==> src/rtl/pltc_pkg.sv <==
`timescale 1ns / 1ps
// ----------------------------------------------------------------------------
// pltc_pkg
// Shared types and constants for the piecewise linear tone curve block.
// ----------------------------------------------------------------------------
package pltc_pkg;

  // Knot count default and sample width
  localparam int KNOT_COUNT_DEF = 6;
  localparam int SAMPLE_W       = 8;

  // Quotient bits, one per divider step; sum of the weighted levels
  localparam int QUOT_BITS = SAMPLE_W;
  localparam int SUM_W     = 2 * SAMPLE_W;

  // Pipeline: search stage, multiply stage, then one stage per quotient bit
  localparam int PIPE_DEPTH = 2 + QUOT_BITS;

  // APB port widths: 64-bit data, registers at byte address 8*i
  localparam int DATA_W = 64;
  localparam int ADDR_W = 5;

  // Reset curves (cool), knot k in bits 8k+7..8k
  localparam logic [DATA_W-1:0] RESET_KNOTS = 64'd281236981690880;
  localparam logic [DATA_W-1:0] RESET_RED   = 64'd281020971095040;
  localparam logic [DATA_W-1:0] RESET_BLUE  = 64'd281323555409920;

  // Register indexes
  typedef enum logic [1:0] {
    REG_KNOTS = 2'd0,
    REG_RED   = 2'd1,
    REG_BLUE  = 2'd2
  } cfg_reg_t;

endpackage

==> src/rtl/pltc_div.sv <==
`timescale 1ns / 1ps
// ----------------------------------------------------------------------------
// pltc_div
// Pipelined restoring divider: one quotient bit per stage, each stage
// registered and advanced by its own load strobe.
// ----------------------------------------------------------------------------
module pltc_div (
  input  logic                          clk,
  input  logic [pltc_pkg::QUOT_BITS-1:0] load,
  input  logic [pltc_pkg::SUM_W-1:0]     sum,
  input  logic [pltc_pkg::SAMPLE_W-1:0]  dx,
  output logic [pltc_pkg::QUOT_BITS-1:0] quot
);
  import pltc_pkg::*;

  logic [SUM_W-1:0]     rem_q [QUOT_BITS];
  logic [SAMPLE_W-1:0]  dx_q  [QUOT_BITS];
  logic [QUOT_BITS-1:0] quo_q [QUOT_BITS];

  genvar k;
  generate
    for (k = 0; k < QUOT_BITS; k++) begin : g_step
      logic [SUM_W-1:0]     rem_in;
      logic [SAMPLE_W-1:0]  dx_in;
      logic [QUOT_BITS-1:0] quo_in;
      logic [SUM_W:0]       dsh;
      logic [SUM_W:0]       trial;
      logic                 qbit;
      logic [SUM_W-1:0]     rem_next;

      // Pick up the previous step
      if (k == 0) begin : g_first
        assign rem_in = sum;
        assign dx_in  = dx;
        assign quo_in = '0;
      end else begin : g_rest
        assign rem_in = rem_q[k-1];
        assign dx_in  = dx_q[k-1];
        assign quo_in = quo_q[k-1];
      end

      // Trial subtract of the shifted divisor
      assign dsh      = (SUM_W+1)'(dx_in) << (QUOT_BITS - 1 - k);
      assign trial    = {1'b0, rem_in} - dsh;
      assign qbit     = ~trial[SUM_W];
      assign rem_next = qbit ? trial[SUM_W-1:0] : rem_in;

      always_ff @(posedge clk) begin
        if (load[k]) begin
          rem_q[k] <= rem_next;
          dx_q[k]  <= dx_in;
          quo_q[k] <= {quo_in[QUOT_BITS-2:0], qbit};
        end
      end
    end
  endgenerate

  assign quot = quo_q[QUOT_BITS-1];

endmodule

==> src/rtl/pltc_lane.sv <==
`timescale 1ns / 1ps
// ----------------------------------------------------------------------------
// pltc_lane
// One curve lane: knot search, weighted sum of the two bracketing levels,
// and the divider that scales the sum by the segment width.
// ----------------------------------------------------------------------------
module pltc_lane #(
  parameter int KNOT_COUNT = pltc_pkg::KNOT_COUNT_DEF
) (
  input  logic                            clk,
  input  logic [pltc_pkg::PIPE_DEPTH-1:0] load,
  input  logic [pltc_pkg::SAMPLE_W-1:0]   sample,
  input  logic [8*KNOT_COUNT-1:0]         knots,
  input  logic [8*KNOT_COUNT-1:0]         levels,
  output logic [pltc_pkg::SAMPLE_W-1:0]   mapped
);
  import pltc_pkg::*;

  logic [SAMPLE_W-1:0] xk    [KNOT_COUNT];
  logic [SAMPLE_W-1:0] yk    [KNOT_COUNT];
  logic [SAMPLE_W-1:0] xprev [KNOT_COUNT];
  logic [SAMPLE_W-1:0] yprev [KNOT_COUNT];

  // Unpack knots and the level of the knot below each one
  genvar g;
  generate
    for (g = 0; g < KNOT_COUNT; g++) begin : g_knot
      assign xk[g] = knots[8*g +: 8];
      assign yk[g] = levels[8*g +: 8];
      if (g == 0) begin : g_lo
        assign xprev[g] = '0;
        assign yprev[g] = '0;
      end else begin : g_hi
        assign xprev[g] = knots[8*(g-1) +: 8];
        assign yprev[g] = levels[8*(g-1) +: 8];
      end
    end
  endgenerate

  // Search: first knot at or above the sample wins
  logic                found;
  logic                first;
  logic [SAMPLE_W-1:0] xj, yj, xp, yp;
  logic [SAMPLE_W-1:0] yp_next, yj_next, dx_next, t_next;

  always_comb begin
    found = 1'b0;
    first = 1'b0;
    xj    = '0;
    yj    = yk[KNOT_COUNT-1];
    xp    = '0;
    yp    = '0;
    for (int k = KNOT_COUNT - 1; k >= 0; k--) begin
      if (sample <= xk[k]) begin
        found = 1'b1;
        first = (k == 0);
        xj    = xk[k];
        yj    = yk[k];
        xp    = xprev[k];
        yp    = yprev[k];
      end
    end
  end

  // Direct cases go through the divider as y * 1 / 1
  always_comb begin
    if (!found || first || (xj == sample)) begin
      yp_next = yj;
      yj_next = yj;
      dx_next = SAMPLE_W'(1);
      t_next  = '0;
    end else begin
      yp_next = yp;
      yj_next = yj;
      dx_next = xj - xp;
      t_next  = sample - xp;
    end
  end

  // Search stage registers
  logic [SAMPLE_W-1:0] yp0, yj0, dx0, t0;

  always_ff @(posedge clk) begin
    if (load[0]) begin
      yp0 <= yp_next;
      yj0 <= yj_next;
      dx0 <= dx_next;
      t0  <= t_next;
    end
  end

  // Weighted sum: yp*(dx-t) + yj*t, never above 255*dx
  logic [SAMPLE_W-1:0] dx_m_t;
  logic [SUM_W-1:0]    prod_a, prod_b;
  logic [SUM_W-1:0]    sum1;
  logic [SAMPLE_W-1:0] dx1;

  assign dx_m_t = dx0 - t0;
  assign prod_a = {{SAMPLE_W{1'b0}}, yp0} * {{SAMPLE_W{1'b0}}, dx_m_t};
  assign prod_b = {{SAMPLE_W{1'b0}}, yj0} * {{SAMPLE_W{1'b0}}, t0};

  always_ff @(posedge clk) begin
    if (load[1]) begin
      sum1 <= prod_a + prod_b;
      dx1  <= dx0;
    end
  end

  // Scale by the segment width
  pltc_div u_div (
    .clk  (clk),
    .load (load[PIPE_DEPTH-1:2]),
    .sum  (sum1),
    .dx   (dx1),
    .quot (mapped)
  );

endmodule

==> src/rtl/piecewise_linear_tone_curve_top.sv <==
`timescale 1ns / 1ps
// ----------------------------------------------------------------------------
// piecewise_linear_tone_curve_top
// BGR tone curve: blue and red through their own piecewise linear curves,
// green passed through, knots and levels set over an APB-style port.
// ----------------------------------------------------------------------------
// The block takes one pixel per clock while the output is not stalled. Each
// pixel passes through the knot search register, the weighted sum register
// for the two bracketing levels, and eight pipelined divider stages that
// yield one quotient bit per stage. Blue and red run in two identical lanes
// and green rides a matching delay line. Each stage moves on its own when the
// next one has room, so bubbles squeeze out while the output is stalled.
// Registers sit at byte addresses 0 (knot positions), 8 (red levels) and
// 16 (blue levels); write them only while no pixel is in flight.
// ----------------------------------------------------------------------------
module piecewise_linear_tone_curve_top #(
  parameter int KNOT_COUNT = pltc_pkg::KNOT_COUNT_DEF
) (
  input  logic                          clk,
  input  logic                          rst,
  // APB-style configuration port
  input  logic                          psel,
  input  logic                          penable,
  input  logic                          pwrite,
  input  logic [pltc_pkg::ADDR_W-1:0]   paddr,
  input  logic [pltc_pkg::DATA_W-1:0]   pwdata,
  output logic [pltc_pkg::DATA_W-1:0]   prdata,
  output logic                          pready,
  // Pixel in
  input  logic                          in_valid,
  output logic                          in_stall,
  input  logic [pltc_pkg::SAMPLE_W-1:0] blue_in,
  input  logic [pltc_pkg::SAMPLE_W-1:0] green_in,
  input  logic [pltc_pkg::SAMPLE_W-1:0] red_in,
  // Pixel out
  output logic                          out_valid,
  input  logic                          out_stall,
  output logic [pltc_pkg::SAMPLE_W-1:0] blue_out,
  output logic [pltc_pkg::SAMPLE_W-1:0] green_out,
  output logic [pltc_pkg::SAMPLE_W-1:0] red_out
);
  import pltc_pkg::*;

  localparam int REG_W = 8 * KNOT_COUNT;

  // Configuration registers
  logic [REG_W-1:0] knot_positions;
  logic [REG_W-1:0] red_levels;
  logic [REG_W-1:0] blue_levels;
  logic             cfg_write;

  assign pready    = 1'b1;
  assign cfg_write = psel & penable & pwrite & pready;

  always_ff @(posedge clk) begin
    if (rst) begin
      knot_positions <= RESET_KNOTS[REG_W-1:0];
      red_levels     <= RESET_RED[REG_W-1:0];
      blue_levels    <= RESET_BLUE[REG_W-1:0];
    end else if (cfg_write) begin
      unique case (paddr[ADDR_W-1:3])
        REG_KNOTS: knot_positions <= pwdata[REG_W-1:0];
        REG_RED:   red_levels     <= pwdata[REG_W-1:0];
        REG_BLUE:  blue_levels    <= pwdata[REG_W-1:0];
        default: ;
      endcase
    end
  end

  // Read back
  always_comb begin
    unique case (paddr[ADDR_W-1:3])
      REG_KNOTS: prdata = DATA_W'(knot_positions);
      REG_RED:   prdata = DATA_W'(red_levels);
      REG_BLUE:  prdata = DATA_W'(blue_levels);
      default:   prdata = '0;
    endcase
  end

  // Stage loads: a stage takes a word when it is empty or its own word moves on
  logic [PIPE_DEPTH-1:0] valid;
  logic [PIPE_DEPTH-1:0] load;

  always_comb begin
    load[PIPE_DEPTH-1] = ~valid[PIPE_DEPTH-1] | ~out_stall;
    for (int i = PIPE_DEPTH - 2; i >= 0; i--) begin
      load[i] = ~valid[i] | load[i+1];
    end
  end

  assign in_stall = ~load[0];

  // Advance the valid bits
  always_ff @(posedge clk) begin
    if (rst) begin
      valid <= '0;
    end else begin
      if (load[0]) begin
        valid[0] <= in_valid;
      end
      for (int i = 1; i < PIPE_DEPTH; i++) begin
        if (load[i]) begin
          valid[i] <= valid[i-1];
        end
      end
    end
  end

  // Green delay line
  logic [SAMPLE_W-1:0] green_pipe [PIPE_DEPTH];

  always_ff @(posedge clk) begin
    if (load[0]) begin
      green_pipe[0] <= green_in;
    end
    for (int i = 1; i < PIPE_DEPTH; i++) begin
      if (load[i]) begin
        green_pipe[i] <= green_pipe[i-1];
      end
    end
  end

  // Curve lanes
  pltc_lane #(
    .KNOT_COUNT (KNOT_COUNT)
  ) u_blue (
    .clk    (clk),
    .load   (load),
    .sample (blue_in),
    .knots  (knot_positions),
    .levels (blue_levels),
    .mapped (blue_out)
  );

  pltc_lane #(
    .KNOT_COUNT (KNOT_COUNT)
  ) u_red (
    .clk    (clk),
    .load   (load),
    .sample (red_in),
    .knots  (knot_positions),
    .levels (red_levels),
    .mapped (red_out)
  );

  // Merge lanes with the green sample
  assign green_out = green_pipe[PIPE_DEPTH-1];
  assign out_valid = valid[PIPE_DEPTH-1];

endmodule

==> config.mk <==
export PLATFORM = sky130hd
export DESIGN_NAME = piecewise_linear_tone_curve_top
export DESIGN_NICKNAME = d
export VERILOG_FILES = /design/src/rtl/pltc_pkg.sv /design/src/rtl/pltc_div.sv /design/src/rtl/pltc_lane.sv /design/src/rtl/piecewise_linear_tone_curve_top.sv
export SDC_FILE = /design/constraint.sdc
export NUM_CORES = 2
export LEC_CHECK = 0
export BUFFER_PORTS_ARGS = -buffer_cell sky130_fd_sc_hd__buf_4
export CAP_MARGIN = 20
export CORE_MARGIN = 1.5
export CORE_UTILIZATION = 60
export DETAILED_ROUTE_END_ITERATION = 12
export PLACE_DENSITY = 0.79
export SLEW_MARGIN = 20
export SYNTH_ARGS = -nofsm -noshare
export SYNTH_HDL_FRONTEND = slang
export SYNTH_SLANG_ARGS = --single-unit
==> constraint.sdc <==
create_clock -name clk -period 10.2 [get_ports clk]
set_input_delay 0.51 -clock clk [delete_from_list [all_inputs] [get_ports clk]]
set_output_delay 0.51 -clock clk [all_outputs]
set_load 0.01 [all_outputs]
; ---- Yosys cells after proc, flatten, opt, wreduce, memory -nomap -nowiden
; Memory sizes are Yosys's and may differ from the RTL's.
; Cells that the tools add are included.
[totals]
register_bits = 266
mem_bits_rw = 592
in_bits = 100
output_inout_bits = 91
word_cells = 225
n_memories = 7
[mem_list]
columns = memory, words, word_bits, read_ports, rd_clocked_by_memory_dff, wr, line_no
row1 = u_blue.u_div.rem_q, 8, 16, 7, 0, 8, pltc_div.sv:16  ; logic [SUM_W-1:0] rem_q [QUOT_BITS];
row2 = u_red.u_div.rem_q, 8, 16, 7, 0, 8, pltc_div.sv:16
row3 = green_pipe, 10, 8, 10, 0, 10, piecewise_linear_tone_curve_top.sv:110  ; logic [SAMPLE_W-1:0] green_pipe [PIPE_DEPTH];
row4 = u_blue.u_div.dx_q, 8, 8, 7, 0, 8, pltc_div.sv:17  ; logic [SAMPLE_W-1:0] dx_q [QUOT_BITS];
row5 = u_blue.u_div.quo_q, 8, 8, 8, 0, 8, pltc_div.sv:18  ; logic [QUOT_BITS-1:0] quo_q [QUOT_BITS];
row6 = u_red.u_div.dx_q, 8, 8, 7, 0, 8, pltc_div.sv:17
row7 = +1 memories, -, -, -, -, -, -
[op_classes]
n_addsub = 24
multipliers = 4
order_cmp = 12
eq_ne = 4
n_mux = 99
bitwise_logic = 40
reduce_logical = 10
[ops]
columns = cell, count
row1 = 2-to-1 mux 8 bit, 48
row2 = 2-to-1 mux 16 bit, 16
row3 = case mux 48 bit (3 select lines), 1
row4 = less-or-equal comparator 8 bit, 12
row5 = multiplier 8 x 8 -> 16 bit, 4
row6 = subtractor 8 bit, 6
row7 = 2-to-1 mux 1 bit, 34
row8 = subtractor 16 x 10 -> 17 bit, 2
row9 = subtractor 16 x 11 -> 17 bit, 2
row10 = subtractor 16 x 12 -> 17 bit, 2
row11 = subtractor 16 x 13 -> 17 bit, 2
row12 = subtractor 16 x 14 -> 17 bit, 2
row13 = subtractor 16 x 15 -> 17 bit, 2
row14 = subtractor 16 x 8 -> 17 bit, 2
row15 = subtractor 16 x 9 -> 17 bit, 2
row16 = adder 16 bit, 2
row17 = NOT 1 bit, 28
row18 = equality test 8 bit, 2
row19 = bitwise OR 1 bit, 10
row20 = AND reduction 2 bit, 3
row21 = logical OR 1 bit, 4
row22 = bitwise AND 1 bit, 2
row23 = equality test 2 x 1 -> 1 bit (second input constant), 1
row24 = equality test 2 bit (second input constant), 1
row25 = other kinds (2), 3

; ---- Longest topological paths before layout
[depth]
depth_word = 13
mapped_depth = 31

; ---- Cells and area by module
; From an unflattened synthesis, not the netlist that was laid out.
[unflattened]
hier_cells = 4759
area_unflattened_um2 = 50407.1
[by_module_without_submodules]
columns = module, instances, cells_per_inst, area_each_um2
row1 = pltc_div, 2, 805, 10395.0
row2 = pltc_lane (u_blue), 1, 1157, 10029.6
row3 = pltc_lane (u_red), 1, 1135, 9997.1
row4 = piecewise_linear_tone_curve_top, 1, 857, 9590.4

; ---- Least setup slack after synthesis
; OpenSTA, ideal clock, no wires.
[synth_timing]
path_kind = reg-to-reg
start = reg u_blue.t0[1]
end = reg u_blue.sum1[15] (data pin)
setup_ps = 260
t_arrival_ps = 6993
t_required_ps = 9940
path_slack_ps = 2947
stages_incl_launch_ff = 29
n_path_buf = 0
synth_period_minus_slack_ps = 7253
cell_sequence = edfxtp_1 -> inv_1 -> ha_1 -> nor2b_1 -> o21ai_0 -> nand2b_1 -> a21o_1 -> a21o_1 -> a21o_1 -> a21oi_1 -> xnor2_1 -> nand2_1 -> fa_1 -> fa_1 -> inv_1 -> fa_1 -> fa_1 -> fa_1 -> inv_1 -> fa_1 -> inv_1 -> ha_1 -> nor2b_1 -> o21a_1 -> o31a_1 -> or4_1 -> a31o_2 -> a21oi_1 -> xnor2_1
[synth_between]
elab_chain_len = 3
word_cells_on_any_way = 4
[synth_rtl]
columns = element, line_no
row1 = from (decl), pltc_lane.sv:81  ; logic [SAMPLE_W-1:0] yp0, yj0, dx0, t0;
row2 = from (signal assigned), pltc_lane.sv:88  ; t0 <= t_next;
row3 = subtractor 8 bit, pltc_lane.sv:98  ; assign dx_m_t = dx0 - t0;
row4 = multiplier 8 x 8 -> 16 bit, pltc_lane.sv:99  ; assign prod_a = {{SAMPLE_W{1'b0}}, yp0} * {{SAMPLE_W{1'b0}}, dx_m_t};
row5 = adder 16 bit *, pltc_lane.sv:104  ; sum1 <= prod_a + prod_b;
row6 = to (signal assigned), pltc_lane.sv:104
row7 = to (decl), pltc_lane.sv:95  ; logic [SUM_W-1:0] sum1;
; Every way passes the cells marked *; elsewhere a longest branch is shown, timed or not.
; A chain may end at the register's enable or synchronous reset.

; ---- Final worst setup path
[layout_timing]
start = reg u_blue.t0[0]
end = reg u_blue.sum1[15] (data pin)
; Same word-level chain as after synthesis.

==> results_dict.tcl <==
set metrics [dict create \
    status "finished clean" \
    drive_gt1_frac 0.0818 \
    path_clk_slew_ns 0.06 \
    synthArstFlopShare 0 \
    port_buffers 154 \
    yosysWarnings 0 \
    leakage_nw 22.7 \
    rsz0062_at_grt "no" \
    clk_path_buf_depth 3 \
    dieArea_sq_um 80600 \
    worst-path-max-fanout 9 \
    seq_area_frac_synth 0.446 \
    die_height_um 284 \
    initial_core_util 0.609 \
    worst_pin_slew_ns 0.998 \
    postRouteAntennaNets 0 \
    first_pass_iters 6 \
    ys_ff_latch 754 \
    track_usage 0.290 \
    cts_setup_buffers 0 \
    gp_congestion 1.02 \
    num_io_pins 191 \
    wl_mm 117 \
    n_antenna_cell 0 \
    clockRootBuffer "clkbuf_16" \
    final_nets 5394 \
    drt_iter0_drc 2995 \
    viasPerCell 5.84 \
    cts_resized 0 \
    synth_top_cell_by_area "edfxtp_1" \
    syn_avg_cell_area_sq_um 10.4 \
    drc 0 \
    synth.most_common_cell "edfxtp_1" \
    synth.top_cells.by_count "edfxtp_1, inv_1, nand2_1, ha_1, a21oi_1" \
    cts.sinks 754 \
    ir_drop_uv 486 \
    hpwl_mm 84.5 \
    p_per_area_nw_per_um2 378 \
    maxSlewViolCount 0 \
    setup_viol 0 \
    fin_hold_ws_ns 0.0641 \
    hold_path_class "input port to flop" \
    area_delta_synth_final_pct 10.7 \
    fin_area_sq_um 52400 \
    cts_buffers 79 \
    ys_top_cells_by_area "edfxtp_1, ha_1, fa_1" \
    cp.required_ns 10.58 \
    hold_viol 0 \
    rows 102 \
    ys.flop_type "edfxtp_1" \
    grt_pass1_vias 34013 \
    cap_violations 0 \
    core-area_sq_um 77700 \
    max-slew-margin-rel 0.327 \
    synth_edf_count 600 \
    hold_buffers 0 \
    dpl.cell_count 5650 \
    grt_overflow 0 \
    wl_per_cell_um 20.1 \
    antenna_found_initial 3 \
    insertion_delay_ns 0.65 \
    synth_top_area_share 0.381 \
    grt_pass1_wl_mm 184 \
    route.vias.total 33847 \
    min_period_ns 7.98 \
    cts_tree "built" \
    fmax_mhz 125 \
    criticalPathCategory "flop to flop" \
    endpoint_kind "flop" \
    start_kind "flop" \
    grt_max_degree 85 \
    fin_skew_ns 0.0300 \
    fin_total_pwr_w 0.0198 \
    die_w_um 284 \
    synth_area_sq_um 47300 \
    fin_cells 5797 \
    setup_tns_ns 0 \
    ys_types 79 \
    synthCells 4574 \
    h-tree-depth 3 \
    place_area_sq_um 49500 \
    fin_crit_sh 0.782 \
    arrival_ns 8.35 \
]
==> path summary, 6_finish.rpt <==
path	end	startpoint	slack (ns)	depth (start not counted)
worst max-delay path	u_blue.sum1[15]	u_blue.t0[0]	2.22	27
worst min-delay path	green_pipe[0][2]	green_in[2]	0.06	1
worst max register to register	u_blue.sum1[15]	u_blue.t0[0]	2.22	27
worst min register to register	green_pipe[4][7]	green_pipe[3][7]	0.39	0
==> registers in the layout (all words and copies together), names as in the netlist, 36 cells and up <==
signal              flops
knot_positions         48
u_red.u_div.dx_q       56
u_blue.u_div.dx_q      56
blue_levels            48
green_pipe             80
u_blue.u_div.rem_q    112
red_levels             48
u_red.u_div.rem_q     112
u_red.u_div.quo_q      36
u_blue.u_div.quo_q     36
==> area by class of cell <==
cell class | count | area, sq um
well taps | 1040 | 1300
inverters | 575 | 2160
multi-input cells | 3089 | 23500
clock inverters | 51 | 761
fillers | 5631 | 25300
clock buffers | 95 | 2140
repair buffers | 193 | 1460
flip-flops and latches | 754 | 21100
==> cell families after synthesis <==
group	count (synthesis)	synth area share
AO/OA/AOI/OAI	879	0.116
buffers and inverters	746	0.0616
multiplexers	81	0.0180
AND/OR/NAND/NOR	1336	0.134
XOR/XNOR	174	0.0322
adder cells (fa/ha/maj)	602	0.193
other	2	0.000159
flip-flops	754	0.446
==> where the power goes <==
part	leakage, nW	switching (W)	internal (W)	total, W
Sequential	7.69	0.000575	0.00500	0.00558
Combinational	13.6	0.00613	0.00493	0.0111
Clock	1.41	0.00125	0.00190	0.00315
Total	22.7	0.00796	0.0118	0.0198
==> metrics by stage <==
step,setup WS [ns],util
3_5_place_dp,2.19,0.637
6_report,2.22,0.674
5_1_grt,1.78,0.674
3_3_place_gp,2.32,0.636
4_1_cts,2.16,0.674
2_1_floorplan,2.95,-
==> layer usage <==
metal	global-route usage	part of all wire	vias to the layer above
met5	0	0.00020	-
met4	0.152	0.060	4
met3	0.0510	0.075	382
met2	0.504	0.49	1347
met1	0.345	0.38	16174
li1	-	-	15940
==> worst max-delay path, cell delays in order, from the launching register on <==
cell,delay [ns]
edfxtp_1,0.52
ha_1,0.29
fa_1,0.40
nor2b_1,0.13
o21ai_0,0.08
nand2b_1,0.11
a21o_1,0.12
a21oi_1,0.07
xnor2_1,0.50
nand2_1,0.17
fa_1,0.53
fa_1,0.53
fa_1,0.52
inv_1,0.05
fa_1,0.47
fa_1,0.54
inv_1,0.05
fa_1,0.53
inv_1,0.04
ha_1,0.32
a21oi_1,0.23
nor2b_1,0.08
o21a_1,0.19
o31a_1,0.27
or4_1,0.46
a31o_2,0.26
a21oi_1,0.17
xnor2_1,0.08
==> cells in the final DEF, fill, tap and decap left out, types with 11 or more instances in the layout <==
cell type  count
a211oi_1      23
o311ai_0      13
a21boi_0      11
buf_4        192
a221oi_1      44
clkbuf_16     79
a211o_1       28
inv_1        571
conb_1        17
o31ai_1       14
nor3_1        78
clkinv_2      16
a21o_1        76
nand3_1       40
o21a_1        13
xor2_1        53
ha_1         390
o21bai_1      22
o21ai_0      214
edfxtp_1     600
mux2_2        14
and2_1       153
nand4_1       22
nand2b_1      74
nor4_1        12
a21oi_1      315
nor2_1       273
bufinv_16     15
nor2b_1       68
xnor2_1      121
a311oi_1      11
fa_1         212
o211ai_1      18
mux2i_1       60
nand2_1      513
a22oi_1       11
nand3b_1      47
dfxtp_1      154
No activity file was read; power rests on OpenSTA's default activity.
